$ cat src/rtl/core/xmodem_crc_block_sender_core_assert.svh
// ----------------------------------------------------------------------------
// xmodem crc block sender core - assertion macros
// immediate-implication and next-cycle checks on the core's internal logic
// ----------------------------------------------------------------------------
`ifndef XMODEM_CRC_BLOCK_SENDER_CORE_ASSERT_SVH
`define XMODEM_CRC_BLOCK_SENDER_CORE_ASSERT_SVH

// consequent must hold in the same cycle as the antecedent
`define XCS_ASSERT_IMP(lbl, clk, rst_n, ante, cons, msg) \
  lbl: assert property (@(posedge clk) disable iff (!rst_n) (ante) |-> (cons)) \
    else $error(msg);

// consequent must hold in the cycle after the antecedent
`define XCS_ASSERT_NXT(lbl, clk, rst_n, ante, cons, msg) \
  lbl: assert property (@(posedge clk) disable iff (!rst_n) (ante) |=> (cons)) \
    else $error(msg);

`endif

$ cat src/rtl/core/xcs_pkg.sv
// ----------------------------------------------------------------------------
// xcs_pkg
// shared types, protocol codes and the crc-16 byte step of the sender core
// ----------------------------------------------------------------------------
`timescale 1ns / 1ps

package xcs_pkg;

  localparam int BlockBytes = 128;
  localparam int StoreAw    = $clog2(BlockBytes);

  // frame byte positions
  localparam logic [7:0] IdxSoh    = 8'd0;
  localparam logic [7:0] IdxSeq    = 8'd1;
  localparam logic [7:0] IdxSeqInv = 8'd2;
  localparam logic [7:0] IdxData0  = 8'd3;
  localparam logic [7:0] IdxCrcHi  = 8'(3 + BlockBytes);
  localparam logic [7:0] IdxCrcLo  = 8'(4 + BlockBytes);
  localparam logic [7:0] FillFull  = 8'(BlockBytes);

  localparam logic [15:0] CrcPoly = 16'h1021;

  // link symbols
  localparam logic [7:0] SymSoh = 8'h01;
  localparam logic [7:0] SymEot = 8'h04;
  localparam logic [7:0] SymAck = 8'h06;
  localparam logic [7:0] SymNak = 8'h15;

  // operation codes
  localparam logic [1:0] OpPeer   = 2'd0;
  localparam logic [1:0] OpData   = 2'd1;
  localparam logic [1:0] OpSrcEnd = 2'd2;
  localparam logic [1:0] OpSlot   = 2'd3;

  // configuration register indexes
  localparam logic RegRetryLimit = 1'b0;
  localparam logic RegPadValue   = 1'b1;

  localparam logic [7:0] RetryLimitRst = 8'd10;
  localparam logic [7:0] PadValueRst   = 8'h00;

  // reported phase codes
  localparam logic [3:0] PhCodeWait      = 4'd0;
  localparam logic [3:0] PhCodeLoad      = 4'd1;
  localparam logic [3:0] PhCodeSend      = 4'd2;
  localparam logic [3:0] PhCodeReply     = 4'd3;
  localparam logic [3:0] PhCodeEot       = 4'd4;
  localparam logic [3:0] PhCodeEotReply  = 4'd5;
  localparam logic [3:0] PhCodeDone      = 4'd6;
  localparam logic [3:0] PhCodeRetryFail = 4'd7;
  localparam logic [3:0] PhCodeBadReply  = 4'd8;

  typedef enum logic [8:0] {
    PH_WAIT       = 9'b000000001,
    PH_LOAD       = 9'b000000010,
    PH_SEND       = 9'b000000100,
    PH_REPLY      = 9'b000001000,
    PH_EOT        = 9'b000010000,
    PH_EOT_REPLY  = 9'b000100000,
    PH_DONE       = 9'b001000000,
    PH_RETRY_FAIL = 9'b010000000,
    PH_BAD_REPLY  = 9'b100000000
  } phase_e;

  // controller to datapath
  typedef struct packed {
    logic commit_plain;
    logic issue_fetch;
    logic commit_data;
  } xcs_cmd_t;

  // datapath to controller
  typedef struct packed {
    logic data_slot;
    logic out_free;
  } xcs_sts_t;

  function automatic logic [3:0] phase_code(input phase_e ph);
    logic [3:0] code;
    unique case (ph)
      PH_WAIT:       code = PhCodeWait;
      PH_LOAD:       code = PhCodeLoad;
      PH_SEND:       code = PhCodeSend;
      PH_REPLY:      code = PhCodeReply;
      PH_EOT:        code = PhCodeEot;
      PH_EOT_REPLY:  code = PhCodeEotReply;
      PH_DONE:       code = PhCodeDone;
      PH_RETRY_FAIL: code = PhCodeRetryFail;
      PH_BAD_REPLY:  code = PhCodeBadReply;
      default:       code = PhCodeWait;
    endcase
    return code;
  endfunction

  // crc-16 ccitt, msb first, one byte
  function automatic logic [15:0] crc16_byte(input logic [15:0] crc, input logic [7:0] b);
    logic [15:0] c;
    c = crc ^ {b, 8'h00};
    for (int k = 0; k < 8; k++) begin
      c = c[15] ? ({c[14:0], 1'b0} ^ CrcPoly) : {c[14:0], 1'b0};
    end
    return c;
  endfunction

endpackage

$ cat src/rtl/core/xcs_ram.sv
// ----------------------------------------------------------------------------
// xcs_ram
// generic single write port ram with a registered read port
// ----------------------------------------------------------------------------
`timescale 1ns / 1ps

module xcs_ram #(
  parameter int Width = 8,
  parameter int Depth = 128,
  parameter int Aw    = $clog2(Depth)
) (
  input  logic             clk_i,
  input  logic             we_i,
  input  logic [Aw-1:0]    waddr_i,
  input  logic [Width-1:0] wdata_i,
  input  logic             re_i,
  input  logic [Aw-1:0]    raddr_i,
  output logic [Width-1:0] rdata_o
);

  logic [Width-1:0] mem_q [Depth];
  logic [Width-1:0] rdata_q;

  always_ff @(posedge clk_i) begin
    if (we_i) begin
      mem_q[waddr_i] <= wdata_i;
    end
    if (re_i) begin
      rdata_q <= mem_q[raddr_i];
    end
  end

  assign rdata_o = rdata_q;

endmodule

$ cat src/rtl/core/xcs_ctrl.sv
// ----------------------------------------------------------------------------
// xcs_ctrl
// transaction sequencer: plain items commit at once, data bytes wait in a
// fetch state for the registered block store read
// ----------------------------------------------------------------------------
`timescale 1ns / 1ps
`include "xmodem_crc_block_sender_core_assert.svh"

module xcs_ctrl
  import xcs_pkg::*;
(
  input  logic     clk_i,
  input  logic     rst_ni,
  input  logic     in_valid_i,
  output logic     in_stall_o,
  input  xcs_sts_t sts_i,
  output xcs_cmd_t cmd_o
);

  typedef enum logic [1:0] {
    ST_IDLE  = 2'b01,
    ST_FETCH = 2'b10
  } ctrl_state_e;

  ctrl_state_e state_q, state_d;
  logic        accept;

  assign in_stall_o = !((state_q == ST_IDLE) && sts_i.out_free);
  assign accept     = in_valid_i && !in_stall_o;

  always_comb begin
    cmd_o.commit_plain = accept && !sts_i.data_slot;
    cmd_o.issue_fetch  = accept && sts_i.data_slot;
    cmd_o.commit_data  = (state_q == ST_FETCH) && sts_i.out_free;
  end

  always_comb begin
    state_d = state_q;
    unique case (state_q)
      ST_IDLE: begin
        if (cmd_o.issue_fetch) begin
          state_d = ST_FETCH;
        end
      end
      ST_FETCH: begin
        if (cmd_o.commit_data) begin
          state_d = ST_IDLE;
        end
      end
      default: state_d = ST_IDLE;
    endcase
  end

  always_ff @(posedge clk_i or negedge rst_ni) begin
    if (!rst_ni) begin
      state_q <= ST_IDLE;
    end else begin
      state_q <= state_d;
    end
  end

  `XCS_ASSERT_IMP(a_fetch_stalls, clk_i, rst_ni, state_q == ST_FETCH, in_stall_o, "input taken during fetch")
  `XCS_ASSERT_NXT(a_no_accept_after_fetch, clk_i, rst_ni, cmd_o.issue_fetch, !(in_valid_i && !in_stall_o), "accept while fetch pending")
  `XCS_ASSERT_IMP(a_cmd_exclusive, clk_i, rst_ni, 1'b1, $onehot0(cmd_o), "more than one command")

endmodule

$ cat src/rtl/core/xcs_datapath.sv
// ----------------------------------------------------------------------------
// xcs_datapath
// protocol state, block store, crc accumulator, config and result register
// ----------------------------------------------------------------------------
`timescale 1ns / 1ps
`include "xmodem_crc_block_sender_core_assert.svh"

module xcs_datapath
  import xcs_pkg::*;
(
  input  logic       clk_i,
  input  logic       rst_ni,
  input  logic       cfg_we_i,
  input  logic       cfg_index_i,
  input  logic [7:0] cfg_wdata_i,
  input  logic [1:0] operation_i,
  input  logic [7:0] byte_value_i,
  input  xcs_cmd_t   cmd_i,
  output xcs_sts_t   sts_o,
  output logic       out_valid_o,
  input  logic       out_stall_i,
  output logic       tx_valid_o,
  output logic [7:0] tx_byte_o,
  output logic [3:0] phase_o,
  output logic [7:0] block_number_o,
  output logic [7:0] retry_count_o
);

  phase_e      phase_q, phase_d;
  logic [7:0]  seq_q, seq_d;
  logic [7:0]  resend_q, resend_d;
  logic [7:0]  send_idx_q, send_idx_d;
  logic [7:0]  fill_q, fill_d;
  logic [15:0] crc_q, crc_d;
  logic        src_end_q, src_end_d;
  logic [7:0]  pad_lat_q, pad_lat_d;
  logic [7:0]  retry_limit_q, pad_value_q;

  logic        out_valid_q;
  logic        tx_valid_q;
  logic [7:0]  tx_byte_q, block_q, retry_q;
  logic [3:0]  phase_out_q;

  logic        tx_v;
  logic [7:0]  tx_b;
  logic        ram_we;
  logic [7:0]  data_off;
  logic [7:0]  ram_rdata;
  logic [7:0]  data_byte;
  logic        phase_early;
  logic        commit;

  assign data_off  = send_idx_q - IdxData0;
  assign data_byte = (data_off < fill_q) ? ram_rdata : pad_lat_q;
  assign commit    = cmd_i.commit_plain || cmd_i.commit_data;

  assign phase_early = (phase_q == PH_WAIT) || (phase_q == PH_LOAD) ||
                       (phase_q == PH_SEND) || (phase_q == PH_REPLY);

  always_comb begin
    sts_o.data_slot = (operation_i == OpSlot) && (phase_q == PH_SEND) &&
                      (send_idx_q >= IdxData0) && (send_idx_q < IdxCrcHi);
    sts_o.out_free  = !out_valid_q || !out_stall_i;
  end

  xcs_ram #(
    .Width(8),
    .Depth(BlockBytes)
  ) u_store (
    .clk_i  (clk_i),
    .we_i   (ram_we),
    .waddr_i(fill_q[StoreAw-1:0]),
    .wdata_i(byte_value_i),
    .re_i   (cmd_i.issue_fetch),
    .raddr_i(data_off[StoreAw-1:0]),
    .rdata_o(ram_rdata)
  );

  always_comb begin
    phase_d    = phase_q;
    seq_d      = seq_q;
    resend_d   = resend_q;
    send_idx_d = send_idx_q;
    fill_d     = fill_q;
    crc_d      = crc_q;
    src_end_d  = src_end_q;
    pad_lat_d  = pad_lat_q;
    tx_v       = 1'b0;
    tx_b       = 8'h00;
    ram_we     = 1'b0;
    if (cmd_i.commit_data) begin
      tx_v       = 1'b1;
      tx_b       = data_byte;
      crc_d      = crc16_byte(crc_q, data_byte);
      send_idx_d = send_idx_q + 8'd1;
    end else if (cmd_i.commit_plain) begin
      if ((operation_i == OpSrcEnd) && phase_early) begin
        src_end_d = 1'b1;
      end
      unique case (phase_q)
        PH_WAIT: begin
          if (operation_i == OpPeer) begin
            resend_d = 8'd0;
            fill_d   = 8'd0;
            phase_d  = src_end_q ? PH_EOT : PH_LOAD;
          end
        end
        PH_LOAD: begin
          if (operation_i == OpData) begin
            ram_we = 1'b1;
            fill_d = fill_q + 8'd1;
            if (fill_d == FillFull) begin
              send_idx_d = 8'd0;
              phase_d    = PH_SEND;
            end
          end else if (operation_i == OpSrcEnd) begin
            if (fill_q == 8'd0) begin
              phase_d = PH_EOT;
            end else begin
              // rest of the block reads back as the pad byte seen now
              pad_lat_d  = pad_value_q;
              send_idx_d = 8'd0;
              phase_d    = PH_SEND;
            end
          end
        end
        PH_SEND: begin
          if (operation_i == OpSlot) begin
            tx_v       = 1'b1;
            send_idx_d = send_idx_q + 8'd1;
            priority if (send_idx_q == IdxSoh) begin
              tx_b  = SymSoh;
              crc_d = 16'h0000;
            end else if (send_idx_q == IdxSeq) begin
              tx_b = seq_q;
            end else if (send_idx_q == IdxSeqInv) begin
              tx_b = ~seq_q;
            end else if (send_idx_q == IdxCrcHi) begin
              tx_b = crc_q[15:8];
            end else begin
              tx_b    = crc_q[7:0];
              phase_d = PH_REPLY;
            end
          end
        end
        PH_REPLY: begin
          if (operation_i == OpPeer) begin
            priority if (byte_value_i == SymAck) begin
              seq_d    = seq_q + 8'd1;
              resend_d = 8'd0;
              fill_d   = 8'd0;
              phase_d  = src_end_q ? PH_EOT : PH_LOAD;
            end else if (byte_value_i == SymNak) begin
              if (resend_q > retry_limit_q) begin
                phase_d = PH_RETRY_FAIL;
              end else begin
                if (resend_q != 8'hFF) begin
                  resend_d = resend_q + 8'd1;
                end
                send_idx_d = 8'd0;
                phase_d    = PH_SEND;
              end
            end else begin
              phase_d = PH_BAD_REPLY;
            end
          end
        end
        PH_EOT: begin
          if (operation_i == OpSlot) begin
            tx_v    = 1'b1;
            tx_b    = SymEot;
            phase_d = PH_EOT_REPLY;
          end
        end
        PH_EOT_REPLY: begin
          if (operation_i == OpPeer) begin
            phase_d = (byte_value_i == SymAck) ? PH_DONE : PH_EOT;
          end
        end
        default: begin
        end
      endcase
    end
  end

  always_ff @(posedge clk_i or negedge rst_ni) begin
    if (!rst_ni) begin
      phase_q       <= PH_WAIT;
      seq_q         <= 8'd1;
      resend_q      <= 8'd0;
      send_idx_q    <= 8'd0;
      fill_q        <= 8'd0;
      crc_q         <= 16'h0000;
      src_end_q     <= 1'b0;
      retry_limit_q <= RetryLimitRst;
      pad_value_q   <= PadValueRst;
      out_valid_q   <= 1'b0;
    end else begin
      phase_q    <= phase_d;
      seq_q      <= seq_d;
      resend_q   <= resend_d;
      send_idx_q <= send_idx_d;
      fill_q     <= fill_d;
      crc_q      <= crc_d;
      src_end_q  <= src_end_d;
      if (cfg_we_i) begin
        unique case (cfg_index_i)
          RegRetryLimit: retry_limit_q <= cfg_wdata_i;
          RegPadValue:   pad_value_q   <= cfg_wdata_i;
          default:       retry_limit_q <= retry_limit_q;
        endcase
      end
      if (commit) begin
        out_valid_q <= 1'b1;
      end else if (!out_stall_i) begin
        out_valid_q <= 1'b0;
      end
    end
  end

  always_ff @(posedge clk_i) begin
    pad_lat_q <= pad_lat_d;
    if (commit) begin
      tx_valid_q  <= tx_v;
      tx_byte_q   <= tx_b;
      phase_out_q <= phase_code(phase_d);
      block_q     <= seq_d;
      retry_q     <= resend_d;
    end
  end

  assign out_valid_o    = out_valid_q;
  assign tx_valid_o     = tx_valid_q;
  assign tx_byte_o      = tx_byte_q;
  assign phase_o        = phase_out_q;
  assign block_number_o = block_q;
  assign retry_count_o  = retry_q;

  `XCS_ASSERT_IMP(a_data_only_in_send, clk_i, rst_ni, cmd_i.commit_data, phase_q == PH_SEND, "data byte outside send phase")
  `XCS_ASSERT_IMP(a_send_idx_range, clk_i, rst_ni, phase_q == PH_SEND, send_idx_q <= IdxCrcLo, "send index past frame end")
  `XCS_ASSERT_IMP(a_fill_range, clk_i, rst_ni, phase_q == PH_LOAD, fill_q < FillFull, "fill count past block in load")

endmodule

$ cat src/rtl/core/xmodem_crc_block_sender_core.sv
// ----------------------------------------------------------------------------
// xmodem_crc_block_sender_core
// xmodem-crc sender: 128-byte blocks, crc-16 trailer, nak resends, eot close
// ----------------------------------------------------------------------------
//
//   channel | direction | handshake                  | payload
//   --------+-----------+----------------------------+------------------------
//   in      | input     | in_valid_i / in_stall_o    | operation_i, byte_value_i
//   out     | output    | out_valid_o / out_stall_i  | tx_valid_o, tx_byte_o,
//           |           |                            | phase_o, block_number_o,
//           |           |                            | retry_count_o
//   cfg     | input     | cfg_we_i                   | cfg_index_i, cfg_wdata_i
//
// every input transaction gives exactly one output transaction
// most transactions commit when taken; a frame data byte waits in a fetch
// state, since the block store read is registered and the crc step follows it
// a new input is taken while a result waits, as long as the result register
// drains in the same cycle
// reset is asynchronous; the block store needs no clearing pass, every entry
// sent is first written by data or covered by the latched pad byte
// out_stall_i held high stalls the input side once the result register is full
//
`timescale 1ns / 1ps

module xmodem_crc_block_sender_core
  import xcs_pkg::*;
(
  input  logic       clk_i,
  input  logic       rst_ni,
  // configuration writes
  input  logic       cfg_we_i,
  input  logic       cfg_index_i,
  input  logic [7:0] cfg_wdata_i,
  // input transactions
  input  logic       in_valid_i,
  output logic       in_stall_o,
  input  logic [1:0] operation_i,
  input  logic [7:0] byte_value_i,
  // output transactions
  output logic       out_valid_o,
  input  logic       out_stall_i,
  output logic       tx_valid_o,
  output logic [7:0] tx_byte_o,
  output logic [3:0] phase_o,
  output logic [7:0] block_number_o,
  output logic [7:0] retry_count_o
);

  // command and status between sequencer and datapath
  xcs_cmd_t cmd;
  xcs_sts_t sts;

  // sequencer: decides when a transaction commits and when the store is read
  xcs_ctrl u_ctrl (
    .clk_i     (clk_i),
    .rst_ni    (rst_ni),
    .in_valid_i(in_valid_i),
    .in_stall_o(in_stall_o),
    .sts_i     (sts),
    .cmd_o     (cmd)
  );

  // datapath: protocol phase, counters, crc, block store and result register
  xcs_datapath u_datapath (
    .clk_i         (clk_i),
    .rst_ni        (rst_ni),
    .cfg_we_i      (cfg_we_i),
    .cfg_index_i   (cfg_index_i),
    .cfg_wdata_i   (cfg_wdata_i),
    .operation_i   (operation_i),
    .byte_value_i  (byte_value_i),
    .cmd_i         (cmd),
    .sts_o         (sts),
    .out_valid_o   (out_valid_o),
    .out_stall_i   (out_stall_i),
    .tx_valid_o    (tx_valid_o),
    .tx_byte_o     (tx_byte_o),
    .phase_o       (phase_o),
    .block_number_o(block_number_o),
    .retry_count_o (retry_count_o)
  );

endmodule

$ cat config.mk
export PLATFORM = sky130hd
export DESIGN_NAME = xmodem_crc_block_sender_core
export DESIGN_NICKNAME = d
export VERILOG_FILES = /design/src/rtl/core/xcs_pkg.sv /design/src/rtl/core/xcs_ram.sv /design/src/rtl/core/xcs_ctrl.sv /design/src/rtl/core/xcs_datapath.sv /design/src/rtl/core/xmodem_crc_block_sender_core.sv
export VERILOG_INCLUDE_DIRS = /design/src /design/src/rtl/core
export SDC_FILE = /design/constraint.sdc
export NUM_CORES = 1
export LEC_CHECK = 0
export BUFFER_PORTS_ARGS = -buffer_cell sky130_fd_sc_hd__buf_2
export CAP_MARGIN = 30
export CORE_UTILIZATION = 27
export DETAILED_ROUTE_END_ITERATION = 10
export SYNTH_ARGS = -nofsm -noshare
export SYNTH_HDL_FRONTEND = slang
export SYNTH_SLANG_ARGS = --single-unit
export TNS_END_PERCENT = 100
$ cat constraint.sdc
create_clock -name clk_i -period 5.5 [get_ports clk_i]
set_input_delay 1.375 -clock clk_i [delete_from_list [all_inputs] [get_ports clk_i]]
set_output_delay 1.375 -clock clk_i [all_outputs]
set_load 0.005 [all_outputs]
; Word level (Yosys, flattened, before mapping)
; Memories as Yosys holds them, arrays and structs flattened. A register that Yosys moved wholly into a read port is not among the register bits.
; Index checks and enable logic that the tools add are counted.
[op_classes]
reduce_logical = 36
n_mux = 90
magnitude_cmp = 4
bitwise = 14
n_eq_ne = 41
n_addsub = 5
[op_table]
columns = op, n
row1 = 8-bit two-way mux, 37
row2 = 9-bit two-way mux, 16
row3 = 13-bit two-way mux, 8
row4 = 16-bit two-way mux, 5
row5 = 9-bit one-hot mux with 6 select lines, 1
row6 = 8-bit one-hot mux with 3 select lines, 2
row7 = "8-bit by 1-bit adder with 8-bit output, second input constant", 4
row8 = 4-bit one-hot mux with 8 select lines, 1
row9 = 8-bit one-hot mux with 2 select lines, 2
row10 = 3-bit inverter, 8
row11 = "9-bit by 2-bit equality test with 1-bit output, second input constant", 2
row12 = "9-bit by 3-bit equality test with 1-bit output, second input constant", 2
row13 = "9-bit by 4-bit equality test with 1-bit output, second input constant", 2
row14 = "9-bit by 5-bit equality test with 1-bit output, second input constant", 2
row15 = "9-bit by 6-bit equality test with 1-bit output, second input constant", 2
row16 = "8-bit equality test, second input constant", 2
row17 = 8-bit logical NOT, 2
row18 = 16-bit bitwise XOR, 1
row19 = "3-bit by 2-bit inequality test with 1-bit output, second input constant", 5
row20 = "4-bit by 3-bit inequality test with 1-bit output, second input constant", 3
row21 = 1-bit two-way mux, 11
row22 = 5-bit two-way mux, 2
row23 = 10-bit AND reduction, 1
row24 = "9-bit by 1-bit equality test with 1-bit output, second input constant", 1
row25 = 36 further kinds, 68
[word_totals]
ramBits = 1024
inputBits = 24
register_bits = 114
n_memories = 1
[mem_list]
columns = memory, depth, word_bits, rd, rd_ports_with_merged_regs, write_ports, line_no
row1 = u_datapath.u_store.mem_q, 128, 8, 1, 1, 1, xcs_ram.sv:21  ; logic [Width-1:0] mem_q [Depth];

; Depth between registers and ports, before layout
[logic_depth]
word_depth = 21
ltp_mapped = 17
mapped_depth_nobuf = 15

; Cells and area by module
; A second synthesis with hierarchy kept.
[unflattened]
hier_cells = 2298
area_unflattened_um2 = 46497.1
[modules_own_cells]
columns = module, area_each_um2, seq_area_each_um2, cells_each, instances
row1 = xcs_ram, 39745.6, 30989.7, 1635, 1
row2 = xcs_datapath, 6637.6, 2992.9, 651, 1
row3 = xcs_ctrl, 113.9, 51.3, 12, 1

; Worst setup path before layout
; No wires, ideal clock.
[synth_path]
path_type = register -> register
startpoint = register u_datapath.send_idx_q[0]
endpoint = register u_datapath.crc_q[6]
setup_slack_ns = 1.368
stages_incl_launch_ff = 16
arrival_ns = 3.999
setup_time_ns = 0.133
n_path_buf = 3
cell_sequence = dfrtp_1 clkbuf_1 inv_1 nor2_1 nor2_1 xor2_1 buf_1 buf_1 ha_1 o21ai_0 a31oi_1 mux2i_1 xnor2_1 xnor2_1 xor2_1 o21ai_0
[synth_via]
elab_chain_len = 13
word_cells_on_any_way = 25
[synth_lines]
columns = item, line_no
row1 = start: declaration, xcs_datapath.sv:32  ; logic [7:0] send_idx_q, send_idx_d;
row2 = start signal: assignment, xcs_datapath.sv:202  ; send_idx_q <= send_idx_d;
row3 = 8-bit by 2-bit subtractor with 8-bit output, xcs_datapath.sv:53  ; assign data_off = send_idx_q - IdxData0;
row4 = 8-bit less-than comparator, xcs_datapath.sv:54  ; assign data_byte = (data_off < fill_q) ? ram_rdata : pad_lat_q;
row5 = 8-bit two-way mux, xcs_datapath.sv:54
row6 = 16-bit bitwise XOR, xcs_pkg.sv:98  ; c = crc ^ {b, 8'h00};
row7 = 13-bit two-way mux (5 in series), xcs_pkg.sv:100  ; c = c[15] ? ({c[14:0], 1'b0} ^ CrcPoly) : {c[14:0], 1'b0};
row8 = 3-bit inverter (no line), -
row9 = 13-bit two-way mux (2 in series), xcs_pkg.sv:100
row10 = 16-bit two-way mux, xcs_datapath.sv:91  ; if (cmd_i.commit_data) begin
row11 = end signal: assignment, xcs_datapath.sv:204  ; crc_q <= crc_d;
row12 = end: declaration, xcs_datapath.sv:34  ; logic [15:0] crc_q, crc_d;
; Several ways; a longest one is shown, not always the timed one.
; A chain may end at the register's enable or synchronous reset.

; Final worst setup path
[layout_path]
startpoint = register u_datapath.send_idx_q[3]
endpoint = memory u_datapath.u_store.mem_q[35][1] (enable)
[layout_via]
elab_chain_len = 9
word_cells_on_any_way = 10
[layout_lines]
columns = item, line_no
row1 = 8-bit by 2-bit >= comparator with 1-bit output, xcs_datapath.sv:62  ; (send_idx_q >= IdxData0) && (send_idx_q < IdxCrcHi);
row2 = 1-bit logical AND, xcs_datapath.sv:61  ; sts_o.data_slot = (operation_i == OpSlot) && (phase_q == PH_SEND) &&
row3 = 1-bit logical AND *, xcs_datapath.sv:62
row4 = 1-bit logical NOT *, xcs_ctrl.sv:32  ; cmd_o.commit_plain = accept && !sts_i.data_slot;
row5 = 1-bit logical AND *, xcs_ctrl.sv:32
row6 = 1-bit two-way mux *, xcs_datapath.sv:96  ; end else if (cmd_i.commit_plain) begin
row7 = 1-bit two-way mux *, xcs_datapath.sv:91
row8 = 1-bit two-way mux *, xcs_ram.sv:25  ; if (we_i) begin
row9 = 1-bit two-way mux (not written as such) *, xcs_ram.sv:26  ; mem_q[waddr_i] <= wdata_i;
row10 = end: declaration, xcs_ram.sv:21
; Every way passes the cells marked *; elsewhere a longest branch is shown, timed or not.

==> flow_summary.toml <==
[outcome]
status = "finished, final reports clean"

[clock_network]
cts_setup_buffers = 0
insertion_delay_ns = 0.75
clock_path_buffers = 3
clk_transition_reported_paths_ns = 0.06
cts_tree = "done"
cts_sinks = 1146
htreeDepth = 3
cts_inserted_buffers = 114
hold_buffers = 0
ctsRootBufferMaster = "clkbuf_16"
postCtsResizedCells = 0

[sta]
final_max_slew_viol_count = 0
max_clock_freq_mhz = 212
rsz0062_at_grt = "no"
tightest_slew_ns = 0.935
fin_tns_setup_ns = 0
final.period_utilization = 0.859
setup_viol = 0
finClkSkew_ns = 0.0710
period_needed_ns = 4.73
hold_viol_final = 0
slew_headroom = 0.377
worst_slack_ns = 0.774

[worst_setup_path]
path_cells = "or4_1, or4_4, a31oi_4, nand2_1, nor2_1, nand3_1, buf_4, nor2_1"
critPathMaxFanout = 10
required_ns = 5.85
crit_path_end_kind = "flip-flop"
crit_top_cell = "nor2_1"
worstSetupStartpointType = "flip-flop"
slowest_stage = "or4_1"
path_class = "flip-flop to flip-flop"
slowest_delay_ns = 0.73
cp.arrival_ns = 5.08

[flow_run]
drv_cap = 0

[final_layout]
area_delta_synth_final_pct = 15.2
fillers = 16200
drive_gt1_frac = 0.243
largest_register_ffs = 1024
reg_top3 = "u_datapath.u_store.mem_q x1024, u_datapath.crc_q x16, u_datapath.phase_q x9"
fin_nets = 2561
top_register = "u_datapath.u_store.mem_q"

[routing]
vias = 23500
ant_nets = 0
drt-initial-drc-count = 2285
avgViaCountPerCell = 4.86
wl_per_cell_um = 23.4
drc = 0
wl_um = 113000
drt_pass1_iterations = 5

[floorplan]
design.die.area_mm2 = 0.173
core_area_mm2 = 0.170
fp-row-count = 151
dieHeight_um = 416
dieWidth_um = 416
start_util = 0.272
io-pin-count = 55

[placement]
pre_cts_ws_ns = 0.613
dp.final_hpwl_um = 69600
portBuffers = 54
gp_congestion = 0.866

[synthesis]
synth_edf_count = 1069
avgSynthCellArea_um2 = 19.3
syn_area_mm2 = 0.0463
ys_warn_count = 0
ys_async_sr_fraction = 0.0672
ys_seq_elements = 1146
synthesis.instances = 2400
seq_area_frac_synth = 0.736
syn_nets = 2448
synthFlopType = "edfxtp_1"
ys_types = 72

[pwr]
static-leakage-power_nw = 17.2
power_density_mw_per_mm2 = 331
ir_drop_mv = 0.257

[global_routing]
grt_pass1_wl_um = 167000
grt_usage = 0.130
grt_overflow = 0
grt_start_max_net_pins = 129
antenna_found_initial = 4
grt_pass1_vias = 23900

[worst_hold_path]
hold_path.class = "flip-flop to flip-flop"
[path summary, 6_finish.rpt]
kind | startpoint | to | slack [ns] | cells past startpoint
worst max-delay path | u_datapath.send_idx_q[3] | u_datapath.u_store.mem_q[35][1] | 0.77 | 8
worst min-delay path | u_datapath.pad_value_q[7] | u_datapath.pad_lat_q[7] | 0.44 | 0
worst max register to register | u_datapath.send_idx_q[3] | u_datapath.u_store.mem_q[35][1] | 0.77 | 8
worst min register to register | u_datapath.pad_value_q[7] | u_datapath.pad_lat_q[7] | 0.44 | 0
max in group asynchronous | rst_ni | u_datapath.pad_value_q[5] | 3.86 | 2
min in group asynchronous | rst_ni | u_datapath.seq_q[6] | 0.55 | 1
[through the flow]
stage	power (mW)	hold slack, ns	cell area, um2	util	instances
2_1_floorplan	9.80	0.419	46300	-	2400
3_5_place_dp	10.0	0.431	49500	0.291	4613
4_1_cts	17.8	0.445	53200	0.313	4827
6_report	17.6	0.442	53300	0.314	4830
5_1_grt	18.1	0.450	53300	0.314	4830
3_3_place_gp	10.0	0.436	49500	0.291	4611
[where the power goes]
group / total (mW) / switching (mW) / internal (mW)
registers: 9.57 / 0.0127 / 9.56
logic: 0.254 / 0.205 / 0.0496
clock network: 7.80 / 3.38 / 4.42
[cell usage in the layout, fill, tap and decap left out, types with 18 or more instances in the layout]
cell	Yosys	final
mux2i_1	18	18
ha_1	24	23
nor3_1	18	18
nor2_1	187	187
edfxtp_1	1069	1069
mux4_2	320	320
nand2_1	159	159
clkinv_1	0	27
buf_2	5	46
a21oi_1	41	41
dfrtp_1	72	71
nand3_1	54	54
xnor2_1	33	31
clkbuf_16	0	116
inv_1	30	30
clkbuf_1	90	26
buf_4	0	61
o21ai_0	60	60
[area by class of cell]
cell class	count	area, um2	area share
antenna	1	2.50	0.0000470
clock inverter	71	733	0.0138
clock buffer	143	3010	0.0566
tap	2218	2780	0.0521
inverter	31	116	0.00218
timing repair buffer	117	903	0.0170
sequential	1146	34000	0.639
multi-input combinational	1103	11700	0.219
[worst max-delay path, delay by kind of cell (launching register included)]
kind	cells	cell delay (ns)
flip-flops	1	0.51
AND/OR/NAND/NOR	6	3.09
buffers and inverters	1	0.47
AO/OA/AOI/OAI	1	0.32
[per-layer routing]
layer  GRT usage  vias up  share of wire
met5           0        -       0.000097
met4      0.0383        2          0.025
met2       0.209      853           0.49
met1       0.177    12500           0.42
li1            -     9956              -
met3      0.0257      158          0.064
[logic make-up (layout without fill, tap and decap cells)]
| logic type | Yosys count | count (layout) | share of synthesized area |
|---|---|---|---|
| buffers and inverters | 151 | 362 | 0.0125 |
| and+or+nand+nor | 496 | 496 | 0.0477 |
| DFF | 1146 | 1146 | 0.736 |
| AOI/OAI and AO/OA | 185 | 185 | 0.0259 |
| xor gates and xnor gates | 50 | 50 | 0.00947 |
| muxes | 348 | 348 | 0.162 |
| other | 0 | 1 | 0 |
| adders and majority gates | 24 | 24 | 0.00649 |
[Yosys cell counts (3+ instances only)]
master / count / share of area
edfxtp_1: 1069 / 0.69
a211oi_1: 5 / 0.00081
dfstp_2: 5 / 0.0028
and3_1: 4 / 0.00054
o22ai_1: 3 / 0.00041
nor3b_1: 3 / 0.00049
o31ai_1: 9 / 0.0015
buf_2: 5 / 0.00054
or3_1: 4 / 0.00054
inv_1: 30 / 0.0024
nor4_1: 4 / 0.00054
mux2i_1: 18 / 0.0039
buf_1: 24 / 0.0019
a21boi_0: 4 / 0.00065
nand4_1: 9 / 0.0012
nor2_1: 187 / 0.015
a22o_1: 4 / 0.00076
a21oi_1: 41 / 0.0044
o21a_1: 3 / 0.00049
or2_2: 3 / 0.00041
xor2_1: 17 / 0.0032
ha_1: 24 / 0.0065
nor3_1: 18 / 0.0019
or4_1: 3 / 0.00049
and2_1: 7 / 0.00095
o21ai_0: 60 / 0.0065
nor2b_1: 14 / 0.0019
mux4_2: 320 / 0.16
mux2_2: 10 / 0.0024
nand2b_1: 10 / 0.0014
o211ai_1: 8 / 0.0013
clkbuf_1: 90 / 0.0073
xnor2_1: 33 / 0.0062
nand2_1: 159 / 0.013
nand3_1: 54 / 0.0058
a31oi_1: 16 / 0.0022
and4_1: 5 / 0.00095
dfrtp_1: 72 / 0.039
Note: power is estimated with default switching activity, not from simulation.
